==> src/rtl/core/i2cmbe_pkg.sv <==
// Shared types and constants for the I2C master byte engine.
// No dependencies; the engine core and the top level use it.
package i2cmbe_pkg;

    // Width of the half-period wait counter
    localparam int WAIT_BITS = 16;

    // Command codes carried in the mode field
    localparam logic [2:0] CMD_IDLE      = 3'd0;
    localparam logic [2:0] CMD_START     = 3'd1;
    localparam logic [2:0] CMD_RESTART   = 3'd2;
    localparam logic [2:0] CMD_WRITE     = 3'd3;
    localparam logic [2:0] CMD_READ      = 3'd4;
    localparam logic [2:0] CMD_STOP      = 3'd5;
    localparam logic [2:0] CMD_BUS_RESET = 3'd6;

    // Completion status codes
    localparam logic [1:0] ST_OK       = 2'd0;
    localparam logic [1:0] ST_BUS_BUSY = 2'd1;
    localparam logic [1:0] ST_MISMATCH = 2'd2;
    localparam logic [1:0] ST_NACK     = 2'd3;

    // Reset value of the half-period register
    localparam logic [15:0] HALF_PERIOD_RESET = 16'd250;

    // One input word: command plus sampled bus lines
    typedef struct packed {
        logic [2:0] mode;
        logic [7:0] data_byte;
        logic       send_ack;
        logic       scl_in;
        logic       sda_in;
    } in_word_t;

    // One result word: line drives and command status
    typedef struct packed {
        logic       scl_drive_low;
        logic       sda_drive_low;
        logic       busy_res;
        logic       done_res;
        logic [1:0] status;
        logic [7:0] read_data;
    } out_word_t;

endpackage

==> src/rtl/core/i2cmbe_engine.sv <==
// Bus sequencing core: command state, per-tick next-state logic and result word.
// Depends on i2cmbe_pkg for command/status codes and the word types.
module i2cmbe_engine (
    input  logic                        aclk,
    input  logic                        aresetn,
    input  logic                        step,
    input  i2cmbe_pkg::in_word_t        in_word,
    input  logic [15:0]                 half_period,
    output i2cmbe_pkg::out_word_t       res_word
);

    // Sequencing phases within one bus element
    typedef enum logic [3:0] {
        PH_SETUP  = 4'd0,
        PH_DRIVE  = 4'd1,
        PH_VERIFY = 4'd2,
        PH_SDA    = 4'd3,
        PH_RISE   = 4'd4,
        PH_SAMPLE = 4'd5,
        PH_HOLD   = 4'd6,
        PH_FALL   = 4'd7,
        PH_ACK    = 4'd8
    } phase_t;

    // Element kinds of a command sequence
    typedef enum logic [2:0] {
        K_END = 3'd0,
        K_SET = 3'd1,
        K_TX  = 3'd2,
        K_RXD = 3'd3,
        K_RXA = 3'd4,
        K_RXX = 3'd5
    } kind_t;

    localparam logic LINE_SCL = 1'b0;
    localparam logic LINE_SDA = 1'b1;

    logic [2:0]                          cmd_reg,    cmd_next;
    phase_t                              phase_reg,  phase_next;
    logic [3:0]                          bit_reg,    bit_next;
    logic [i2cmbe_pkg::WAIT_BITS-1:0]    wait_reg,   wait_next;
    logic [7:0]                          shift_reg,  shift_next;
    logic [1:0]                          line_reg,   line_next;
    logic [1:0]                          status_reg, status_next;
    logic [7:0]                          held_reg,   held_next;
    logic                                ack_reg,    ack_next;

    logic [i2cmbe_pkg::WAIT_BITS-1:0]    wait_load;
    logic                                done;

    // Decoded current element
    kind_t      e_kind;
    logic       e_line;
    logic       e_low;
    logic       e_level;
    logic [3:0] j_idx;
    logic [3:0] stop_idx;

    assign wait_load = i2cmbe_pkg::WAIT_BITS'(half_period);

    // Element decode: what the command does at step bit_reg
    always_comb begin
        e_kind   = K_END;
        e_line   = LINE_SCL;
        e_low    = 1'b0;
        e_level  = 1'b0;
        j_idx    = (cmd_reg == i2cmbe_pkg::CMD_RESTART) ? (bit_reg - 4'd2) : bit_reg;
        stop_idx = (cmd_reg == i2cmbe_pkg::CMD_BUS_RESET) ? (bit_reg - 4'd9) : bit_reg;
        case (cmd_reg)
            i2cmbe_pkg::CMD_START, i2cmbe_pkg::CMD_RESTART: begin
                if (cmd_reg == i2cmbe_pkg::CMD_RESTART && bit_reg == 4'd0) begin
                    e_kind = K_SET; e_line = LINE_SCL; e_low = 1'b0;
                end else if (cmd_reg == i2cmbe_pkg::CMD_RESTART && bit_reg == 4'd1) begin
                    e_kind = K_SET; e_line = LINE_SDA; e_low = 1'b0;
                end else if (j_idx == 4'd0) begin
                    e_kind = K_SET; e_line = LINE_SDA; e_low = 1'b1;
                end else if (j_idx == 4'd1) begin
                    e_kind = K_SET; e_line = LINE_SCL; e_low = 1'b1;
                end else if (j_idx <= 4'd9) begin
                    e_kind  = K_TX;
                    e_level = shift_reg[3'(4'd9 - j_idx)];
                end else if (j_idx == 4'd10) begin
                    e_kind = K_RXA;
                end
            end
            i2cmbe_pkg::CMD_WRITE: begin
                if (bit_reg < 4'd8) begin
                    e_kind  = K_TX;
                    e_level = shift_reg[3'(4'd7 - bit_reg)];
                end else if (bit_reg == 4'd8) begin
                    e_kind = K_RXA;
                end
            end
            i2cmbe_pkg::CMD_READ: begin
                if (bit_reg < 4'd8) begin
                    e_kind = K_RXD;
                end else if (bit_reg == 4'd8) begin
                    e_kind  = K_TX;
                    e_level = ack_reg;
                end
            end
            i2cmbe_pkg::CMD_STOP, i2cmbe_pkg::CMD_BUS_RESET: begin
                if (cmd_reg == i2cmbe_pkg::CMD_BUS_RESET && bit_reg < 4'd9) begin
                    e_kind = K_RXX;
                end else begin
                    case (stop_idx)
                        4'd0: begin e_kind = K_SET; e_line = LINE_SCL; e_low = 1'b1; end
                        4'd1: begin e_kind = K_SET; e_line = LINE_SDA; e_low = 1'b1; end
                        4'd2: begin e_kind = K_SET; e_line = LINE_SCL; e_low = 1'b0; end
                        4'd3: begin e_kind = K_SET; e_line = LINE_SDA; e_low = 1'b0; end
                        default: e_kind = K_END;
                    endcase
                end
            end
            default: e_kind = K_END;
        endcase
    end

    // Per-tick next state
    always_comb begin
        logic       fin;
        logic [1:0] fin_code;
        logic       line_in;

        cmd_next    = cmd_reg;
        phase_next  = phase_reg;
        bit_next    = bit_reg;
        wait_next   = wait_reg;
        shift_next  = shift_reg;
        line_next   = line_reg;
        status_next = status_reg;
        held_next   = held_reg;
        ack_next    = ack_reg;
        done        = 1'b0;
        fin         = 1'b0;
        fin_code    = i2cmbe_pkg::ST_OK;
        line_in     = 1'b0;

        if (cmd_reg == i2cmbe_pkg::CMD_IDLE) begin
            // Command launch; mode seven is a plain tick
            if (in_word.mode >= i2cmbe_pkg::CMD_START &&
                in_word.mode <= i2cmbe_pkg::CMD_BUS_RESET) begin
                if (in_word.mode == i2cmbe_pkg::CMD_START &&
                    !(in_word.scl_in && in_word.sda_in)) begin
                    status_next = i2cmbe_pkg::ST_BUS_BUSY;
                    done        = 1'b1;
                end else begin
                    cmd_next    = in_word.mode;
                    status_next = i2cmbe_pkg::ST_OK;
                    phase_next  = PH_SETUP;
                    bit_next    = 4'd0;
                    wait_next   = '0;
                    shift_next  = (in_word.mode == i2cmbe_pkg::CMD_READ) ? 8'd0
                                                                          : in_word.data_byte;
                    ack_next    = !in_word.send_ack;
                end
            end
        end else if (wait_reg != '0) begin
            wait_next = wait_reg - 1'b1;
        end else if (e_kind == K_END) begin
            fin = 1'b1;
        end else if (e_kind == K_SET) begin
            // Single line change with readback
            case (phase_reg)
                PH_SETUP: begin
                    wait_next  = wait_load;
                    phase_next = PH_DRIVE;
                end
                PH_DRIVE: begin
                    line_next[e_line] = e_low;
                    wait_next         = wait_load;
                    phase_next        = PH_VERIFY;
                end
                default: begin
                    line_in = (e_line == LINE_SCL) ? in_word.scl_in : in_word.sda_in;
                    if (line_in != !e_low) begin
                        fin      = 1'b1;
                        fin_code = i2cmbe_pkg::ST_MISMATCH;
                    end else begin
                        bit_next   = bit_reg + 4'd1;
                        phase_next = PH_SETUP;
                    end
                end
            endcase
        end else begin
            // One SCL clock: transmit, receive or dummy bit
            case (phase_reg)
                PH_SETUP: begin
                    wait_next  = wait_load;
                    phase_next = PH_DRIVE;
                end
                PH_DRIVE: begin
                    line_next[LINE_SCL] = 1'b1;
                    wait_next           = wait_load;
                    phase_next          = PH_VERIFY;
                end
                PH_VERIFY: begin
                    if (in_word.scl_in) begin
                        fin      = 1'b1;
                        fin_code = i2cmbe_pkg::ST_MISMATCH;
                    end else begin
                        phase_next = PH_SDA;
                    end
                end
                PH_SDA: begin
                    line_next[LINE_SDA] = (e_kind == K_TX) ? !e_level : 1'b0;
                    wait_next           = wait_load;
                    phase_next          = PH_RISE;
                end
                PH_RISE: begin
                    line_next[LINE_SCL] = 1'b0;
                    wait_next           = wait_load;
                    phase_next          = PH_SAMPLE;
                end
                PH_SAMPLE: begin
                    // Hold here while the slave stretches SCL
                    if (in_word.scl_in) begin
                        if (e_kind == K_TX && in_word.sda_in != e_level) begin
                            fin      = 1'b1;
                            fin_code = i2cmbe_pkg::ST_MISMATCH;
                        end else begin
                            if (e_kind != K_TX) begin
                                shift_next = {shift_reg[6:0], in_word.sda_in};
                            end
                            phase_next = PH_HOLD;
                        end
                    end
                end
                PH_HOLD: begin
                    wait_next  = wait_load;
                    phase_next = PH_FALL;
                end
                PH_FALL: begin
                    line_next[LINE_SCL] = 1'b1;
                    wait_next           = wait_load;
                    phase_next          = PH_ACK;
                end
                default: begin
                    if (in_word.scl_in) begin
                        fin      = 1'b1;
                        fin_code = i2cmbe_pkg::ST_MISMATCH;
                    end else if (e_kind == K_RXA && shift_reg[0]) begin
                        fin      = 1'b1;
                        fin_code = i2cmbe_pkg::ST_NACK;
                    end else begin
                        bit_next   = bit_reg + 4'd1;
                        phase_next = PH_SETUP;
                    end
                end
            endcase
        end

        // Command completion or abort
        if (fin) begin
            if (fin_code == i2cmbe_pkg::ST_OK && cmd_reg == i2cmbe_pkg::CMD_READ) begin
                held_next = shift_reg;
            end
            status_next = fin_code;
            cmd_next    = i2cmbe_pkg::CMD_IDLE;
            phase_next  = PH_SETUP;
            bit_next    = 4'd0;
            wait_next   = '0;
            done        = 1'b1;
        end
    end

    // Result word reflects the state after this tick
    always_comb begin
        res_word.scl_drive_low = line_next[LINE_SCL];
        res_word.sda_drive_low = line_next[LINE_SDA];
        res_word.busy_res      = (cmd_next != i2cmbe_pkg::CMD_IDLE);
        res_word.done_res      = done;
        res_word.status        = status_next;
        res_word.read_data     = held_next;
    end

    // State registers, advanced once per accepted word
    always_ff @(posedge aclk) begin
        if (!aresetn) begin
            cmd_reg    <= i2cmbe_pkg::CMD_IDLE;
            phase_reg  <= PH_SETUP;
            bit_reg    <= 4'd0;
            wait_reg   <= '0;
            shift_reg  <= 8'd0;
            line_reg   <= 2'b00;
            status_reg <= i2cmbe_pkg::ST_OK;
            held_reg   <= 8'd0;
            ack_reg    <= 1'b0;
        end else if (step) begin
            cmd_reg    <= cmd_next;
            phase_reg  <= phase_next;
            bit_reg    <= bit_next;
            wait_reg   <= wait_next;
            shift_reg  <= shift_next;
            line_reg   <= line_next;
            status_reg <= status_next;
            held_reg   <= held_next;
            ack_reg    <= ack_next;
        end
    end

`ifndef SYNTH
    // Idle engine carries no leftover sequencing state
    a_idle_clean: assert property (@(posedge aclk) disable iff (!aresetn)
        (cmd_reg == i2cmbe_pkg::CMD_IDLE) |->
            (phase_reg == PH_SETUP && bit_reg == 4'd0 && wait_reg == '0))
        else $error("idle engine with nonzero phase, step or wait count");

    // A pending wait only counts down on a step
    a_wait_count: assert property (@(posedge aclk) disable iff (!aresetn)
        (step && cmd_reg != i2cmbe_pkg::CMD_IDLE && wait_reg != '0) |=>
            (wait_reg == i2cmbe_pkg::WAIT_BITS'($past(wait_reg) - 1'b1) &&
             line_reg == $past(line_reg)))
        else $error("wait tick changed more than the counter");

    // Completion and busy are exclusive in a result word
    a_done_not_busy: assert property (@(posedge aclk) disable iff (!aresetn)
        res_word.done_res |-> !res_word.busy_res)
        else $error("result word both done and busy");

    // State holds when no word is taken
    a_hold: assert property (@(posedge aclk) disable iff (!aresetn)
        !step |=> ($stable(cmd_reg) && $stable(phase_reg) && $stable(wait_reg) &&
                   $stable(line_reg)))
        else $error("engine state moved without an accepted word");
`endif

endmodule

==> src/rtl/core/i2c_master_byte_engine.sv <==
// I2C master byte engine: one result word per input word; input stalls while a result
// is held and not taken. A result word is registered as its input word is accepted.
// Throughput: 1 word per cycle; the output register refills while the old word is taken.
// Reset (aresetn low, synchronous): engine idle, lines released, half period 250.
// Depends on i2cmbe_pkg and i2cmbe_engine.
module i2c_master_byte_engine (
    input  logic                        aclk,
    input  logic                        aresetn,
    input  logic                        s_valid,
    output logic                        s_ready,
    input  i2cmbe_pkg::in_word_t        s_data,
    output logic                        m_valid,
    input  logic                        m_ready,
    output i2cmbe_pkg::out_word_t       m_data,
    input  logic                        cfg_valid,
    output logic                        cfg_ready,
    input  logic [15:0]                 cfg_wdata
);

    logic                   s_accept;
    logic                   m_valid_reg;
    i2cmbe_pkg::out_word_t  m_data_reg;
    i2cmbe_pkg::out_word_t  res_word;
    logic [15:0]            half_period_reg;

    // Input taken whenever the output register is free or draining
    assign s_ready   = !m_valid_reg || m_ready;
    assign s_accept  = s_valid && s_ready;
    assign cfg_ready = 1'b1;
    assign m_valid   = m_valid_reg;
    assign m_data    = m_data_reg;

    i2cmbe_engine u_engine (
        .aclk        (aclk),
        .aresetn     (aresetn),
        .step        (s_accept),
        .in_word     (s_data),
        .half_period (half_period_reg),
        .res_word    (res_word)
    );

    // Half-period configuration register
    always_ff @(posedge aclk) begin
        if (!aresetn) begin
            half_period_reg <= i2cmbe_pkg::HALF_PERIOD_RESET;
        end else if (cfg_valid && cfg_ready) begin
            half_period_reg <= cfg_wdata;
        end
    end

    // Result output register
    always_ff @(posedge aclk) begin
        if (!aresetn) begin
            m_valid_reg <= 1'b0;
        end else if (s_accept) begin
            m_valid_reg <= 1'b1;
        end else if (m_ready) begin
            m_valid_reg <= 1'b0;
        end
    end

    always_ff @(posedge aclk) begin
        if (s_accept) begin
            m_data_reg <= res_word;
        end
    end

endmodule
==> config.mk <==
export PLATFORM = sky130hd
export DESIGN_NAME = i2c_master_byte_engine
export DESIGN_NICKNAME = d
export VERILOG_FILES = /design/src/rtl/core/i2cmbe_pkg.sv /design/src/rtl/core/i2cmbe_engine.sv /design/src/rtl/core/i2c_master_byte_engine.sv
export SDC_FILE = /design/constraint.sdc
export NUM_CORES = 1
export LEC_CHECK = 0
export BUFFER_PORTS_ARGS = -buffer_cell sky130_fd_sc_hd__buf_2
export CAP_MARGIN = 20
export CORE_MARGIN = 3
export CORE_UTILIZATION = 64
export CTS_CLUSTER_DIAMETER = 80
export DETAILED_ROUTE_END_ITERATION = 6
export PLACE_DENSITY = 0.95
export SLEW_MARGIN = 0
export SYNTH_ARGS = -nofsm -noshare
export SYNTH_HDL_FRONTEND = slang
export SYNTH_HIERARCHICAL = 1
export SYNTH_SLANG_ARGS = --single-unit
export TNS_END_PERCENT = 5
==> constraint.sdc <==
create_clock -name aclk -period 11.9 [get_ports aclk]
set_clock_uncertainty 0.2 [all_clocks]
set_input_delay 1.19 -clock aclk [delete_from_list [all_inputs] [get_ports aclk]]
set_output_delay 1.19 -clock aclk [all_outputs]
set_load 0.1 [all_outputs]
== Word level (Yosys, flattened, before mapping) ==
Index checks and enable logic that the tools add are counted.
Storage, ports and cells
  input port bits: 35
  output and inout port bits: 17
  RAM bits: 0
  latch bits: 0
  word-level logic and storage cells: 266
  flip-flop bits (word level): 79
  ROM bits: 0
  memories kept: 0
Cells by class
  multipliers: 0
  mux-type cells: 137
  reduce and logical (&&, ||, !) cells: 45
  equal/unequal tests: 51
  div/mod/pow operators: 0
  $add $sub $neg: 6
  shifts and indexed selects: 0
  bitwise logic cells: 1
  order comparisons: 9
Operator list (number)
  $mux W16: 9
  $mux W8: 13
  $mux W4: 25
  $mux W1: 43
  $mux W3: 14
  $mux W2: 20
  $pmux W4 S8: 1
  $reduce_and A10 Y1: 2
  $eq A4 B1 Y1 const B: 4
  $eq A4 B2 Y1 const B: 4
  $eq A4 B3 Y1 const B: 4
  $logic_not A4 Y1: 4
  $reduce_bool A16 Y1: 1
  $sub A16 B1 Y16 const B: 1
  $eq A3 B3 Y1 const B: 5
  $ne A12 B10 Y1 const B: 1
  $pmux W3 S4: 1
  $reduce_or A2 Y1: 6
  $logic_and A1 B1 Y1: 11
  $ne A11 B1 Y1 const B: 1
  $reduce_and A11 Y1: 1
  $ne A5 B2 Y1 const B: 2
  $ne A5 B3 Y1 const B: 2
  $eq A3 B1 Y1 const B: 3
  other kinds (43): 71

== Logic depth before layout (Yosys ltp) ==
  depth in word-level cells: 24
  gate-level depth with buffers: 17
  gate-level depth less buffers: 12

== Cells and area by module ==
Netlist, hierarchy kept.
By module, submodules not included
  i2cmbe_engine: seq. area each 960.9 um^2, cells each 538, area an instance 3987.6 um^2, times used 1
  i2c_master_byte_engine: seq. area each 760.7 um^2, cells each 72, area an instance 1077.3 um^2, times used 1

== Worst setup path after synthesis ==
No wires, ideal clock.
  path kind: input to register
  start point: in m_ready
  end point: reg u_engine.shift_reg[0]
  data arrival time: 3941 ps
  buffers on the path: 2
  data required time: 11568 ps
  stages: 9
  setup slack: 7627 ps
  library setup time: 132 ps
  path through: nand2b_1 > and2_1 > and2_1 > nand2_1 > or4_1 > clkbuf_1 > buf_2 > a221oi_1 > nor3_1
Between the ends
  word-level cells in the longest chain between the ends: 3
RTL lines
  start: declaration: RTL line i2c_master_byte_engine.sv:13  | input logic m_ready,
  $logic_or A1 B1 Y1: RTL line i2c_master_byte_engine.sv:27  | assign s_ready = !m_valid_reg || m_ready;
  $logic_and A1 B1 Y1: RTL line i2c_master_byte_engine.sv:28  | assign s_accept = s_valid && s_ready;
  via s_accept: RTL line i2c_master_byte_engine.sv:20  | logic s_accept;
  $reduce_and A10 Y1 (no source line)
  end signal: assignment: RTL line i2cmbe_engine.sv:294  | shift_reg <= shift_next;
  end: declaration: RTL line i2cmbe_engine.sv:42  | logic [7:0] shift_reg, shift_next;
The timed path passes the listed nets, and every way through them passes these cells.
A chain may end at the register's enable or synchronous reset.

== Final worst setup path ==
  start point: reg u_engine.bit_reg[0]
  end point: reg u_engine.phase_reg[1]
Between the ends
  word-level cells in the longest chain between the ends: 22
  elaborated cells on any way between the ends: 101
RTL lines
  start: declaration: RTL line i2cmbe_engine.sv:40  | logic [3:0] bit_reg, bit_next;
  start signal: assignment: RTL line i2cmbe_engine.sv:292  | bit_reg <= bit_next;
  $sub A4 B2 Y4: RTL line i2cmbe_engine.sv:67  | j_idx = (cmd_reg == i2cmbe_pkg::CMD_RESTART) ? (bit_reg - 4'd2) : bit_reg;
  $mux W4: RTL line i2cmbe_engine.sv:67
  $sub A1 B3 Y3: RTL line i2cmbe_engine.sv:81  | e_level = shift_reg[3'(4'd9 - j_idx)];
  $bmux W1 S3: RTL line i2cmbe_engine.sv:81
  $mux W1 (not written as such): RTL line i2cmbe_engine.sv:81
  $mux W1: RTL line i2cmbe_engine.sv:79  | end else if (j_idx <= 4'd9) begin
  $mux W1: RTL line i2cmbe_engine.sv:77  | end else if (j_idx == 4'd1) begin
  $mux W1: RTL line i2cmbe_engine.sv:75  | end else if (j_idx == 4'd0) begin
  (+6 left out)
  $mux W1: RTL line i2cmbe_engine.sv:217  | if (in_word.scl_in) begin
  $pmux W1 S3: RTL line i2cmbe_engine.sv:187  | case (phase_reg)
  $mux W1: RTL line i2cmbe_engine.sv:162  | end else if (e_kind == K_SET) begin
  $mux W1: RTL line i2cmbe_engine.sv:160  | end else if (e_kind == K_END) begin
  $mux W1: RTL line i2cmbe_engine.sv:158  | end else if (wait_reg != '0) begin
  $mux W1: RTL line i2cmbe_engine.sv:139  | if (cmd_reg == i2cmbe_pkg::CMD_IDLE) begin
  $ne A12 B10 Y1 (no source line), or another cell as far along
  $reduce_and A11 Y1 (no source line)
  end signal: assignment: RTL line i2cmbe_engine.sv:291  | phase_reg <= phase_next;
  end: declaration: RTL line i2cmbe_engine.sv:39  | phase_t phase_reg, phase_next;
Several ways; a longest one is shown, not always the timed one. The select of a mux whose other input is x is not followed.

==> results.toml <==
[sta]
finalSetupTns_ns = 0
fin_crit_ns = 4.550
hold_viol = 0
finalCritPeriodShare = 0.3824
worstMarginPinSlew_ns = 0.7951
max-slew-margin-rel = 0.4686
setup_viol = 0
fmax_ghz = 0.2198
fin_ws_ns = 7.350
rsz0062_at_grt = "no"
finalMaxSlewViolations = 0

[placement]
placed_cell_area_um2 = 5228
place_ws_ns = 7.487
port_buffers = 50
place_congestion = 1.024
dpl.hpwl_mm = 9.776
dp.cells = 716

[drt]
detail_route.wl_per_cell_um = 19.30
drc = 0
drt_iter0_markers = 529
routed-via-count = 5004
via_per_inst = 6.836
wl_mm = 14.13
drtAntennaViolNets = 0
dr.pass1.iters = 7

[finish]
fillerInstances = 562
drive_gt1_frac = 0.1627
area_growth_pct = 7.213
fin_cells = 732
final_common_cell = "nand2_1"
insertedDiodeCount = 0
layout.nets = 671
final_cell_area_um2 = 5430
final_cell_mix = "nand2_1 (71), dfxtp_1 (65), buf_2 (50)"

[clocking]
cts.sinks = 79
post-cts-setup-buffer-count = 0
cts_max_path_buffers = 2
clkSlewWorstSetupHoldPaths_ns = 0.09
clockRootBuffer = "clkbuf_8"
h-tree-depth = 3
clkLatencyLatePin_ns = 0.35
cts_buffers = 9
ctsHoldBuffers = 0
cts_resized = 0
tritoncts = "yes"

[synthesis]
syn_area_per_cell_um2 = 8.303
netlist_area_um2 = 5065
yosysWarnings = 6
async_reset_ff_frac = 0
synthTopCellsByArea = "dfxtp_1 (26%), edfxtp_1 (8.3%), nand2_1 (5.3%)"
synth_top_area_frac = 0.2569
synth_fp_nets = 653
yosys.area.top_type = "dfxtp_1"
ys_seq_area_frac = 0.3399
synthCells = 610
synthDistinctLibCells = 85
yosys_most_used_dff = "dfxtp_1"
synth_edf_count = 14
synth_seq_cells = 79

[critical_path]
cp_slowest_cell = "dfxtp_1"
crit_type = "register to register"
cp_data_arrival_time_ns = 4.65
crit_path_end_kind = "register"
path_cells = "inv_1 -> ha_1 -> nand3b_1 -> mux2_2 -> a311o_1 -> nor3b_1 -> or4b_1 -> nand4_2 -> a21oi_1 -> nor2_1 -> a2111oi_0 -> a32o_1"
crit_path_start_kind = "register"
required_ns = 12.00
critPathBufInv = 1
crit_fanout = 17
cp_top_family = "compound AO/OA/AOI/OAI gates"
worst_path_largest_cell_delay_ns = 0.77

[global_routing]
antenna_found_initial = 0
track_usage = 0.3141
grt_pass1_wl_mm = 22.24
grt_pass1_vias = 4653
grt_start_max_net_pins = 41
grt_overflow = 0

[floorplan]
fp.dieW_um = 94.96
die_h_um = 94.96
ios = 52
fp-row-count = 31
die-area_um2 = 9017
start_util = 0.6801
coreArea_um2 = 7447

[power]
irDropWorstVdd_mv = 0.1276
powerDensity_nw_per_um2 = 161.6
leakage_uw = 0.002048

[outcome]
status = "completed"

[worst_hold_path]
min_path_type = "register to register"

[run]
drv_cap = 0
-- worst min-delay path, cell delays in order (launching register included) --
cell and delay [ns]:
dfxtp_1 0.32, nand2_1 0.05, a21oi_1 0.05
-- cell type report --
class                           count  area [um2]  area share
Multi-Input combinational cell    469        3045      0.5608
Sequential cell                    79        1722      0.3171
Timing Repair Buffer               54       280.3     0.05161
Clock buffer                        9       123.9     0.02281
Tap cell                           99       123.9     0.02281
Clock inverter                      7       78.83     0.01452
Inverter                           15       56.30     0.01037
-- path summary, 6_finish.rpt --
check	endpoint	startpoint	cells after the start	slack (ns)
setup / recovery	u_engine/phase_reg[1]	u_engine/bit_reg[0]	12	7.35
hold reg to reg	u_engine/held_reg[3]	u_engine/held_reg[3]	2	0.26
setup reg to reg	u_engine/phase_reg[1]	u_engine/bit_reg[0]	12	7.35
hold / removal	u_engine/held_reg[3]	u_engine/held_reg[3]	2	0.26
-- where the power goes --
group          internal [uW]  switching, uW
Sequential               293           28.9
Combinational            108            242
Clock                   99.4            106
Total                    501            376
-- metal layers --
layer	up-vias	track usage	routed length, um
met5	-	0	0
met4	0	0.1478	598
met3	69	0.07251	1476
met2	361	0.5073	6640
met1	2292	0.3970	5412
li1	2282	-	-
-- logic make-up (layout without fill, tap and decap cells) --
group / count (synthesis) / count (layout) / synth area share
buffers and inverters: 62 / 85 / 0.05978
multiplexers: 33 / 33 / 0.07312
adder cells (fa/ha/maj): 8 / 8 / 0.01976
other: 1 / 1 / 0.0007404
XOR/XNOR: 11 / 11 / 0.01902
AND/OR/NAND/NOR: 255 / 255 / 0.2685
flip-flops: 79 / 79 / 0.3399
AO/OA/AOI/OAI: 161 / 161 / 0.2191
-- cells in the mapped netlist, drive strengths merged, types with 4 or more instances --
master / number
dfxtp: 65
o211ai: 13
mux2i: 19
a21oi: 46
nand3: 23
and3: 4
or3: 10
mux2: 12
o21a: 4
buf: 18
inv: 15
nor4: 6
a211oi: 4
and2: 6
nand4: 6
o21ai: 29
o31ai: 6
nor3b: 8
or2: 5
nand2b: 8
nor3: 26
o22ai: 5
nand2: 71
xnor2: 9
nor2: 40
ha: 8
a21boi: 4
a221oi: 9
nor2b: 21
or4: 6
a31oi: 6
edfxtp: 14
clkbuf: 29
nand3b: 4
-- per-stage QoR --
| step | util | power, uW | hold slack, ns |
|---|---|---|---|
| after global routing | 0.7292 | 913.2 | 0.2836 |
| after detailed placement | 0.7019 | 659.4 | 0.2486 |
| after CTS | 0.7292 | 863.6 | 0.2608 |
| final | 0.7292 | 877.4 | 0.2620 |
| after floorplan | - | 580.4 | 0.2294 |
| after global placement | 0.7019 | 645.0 | 0.2358 |
No activity file was read; power rests on OpenSTA's default activity.
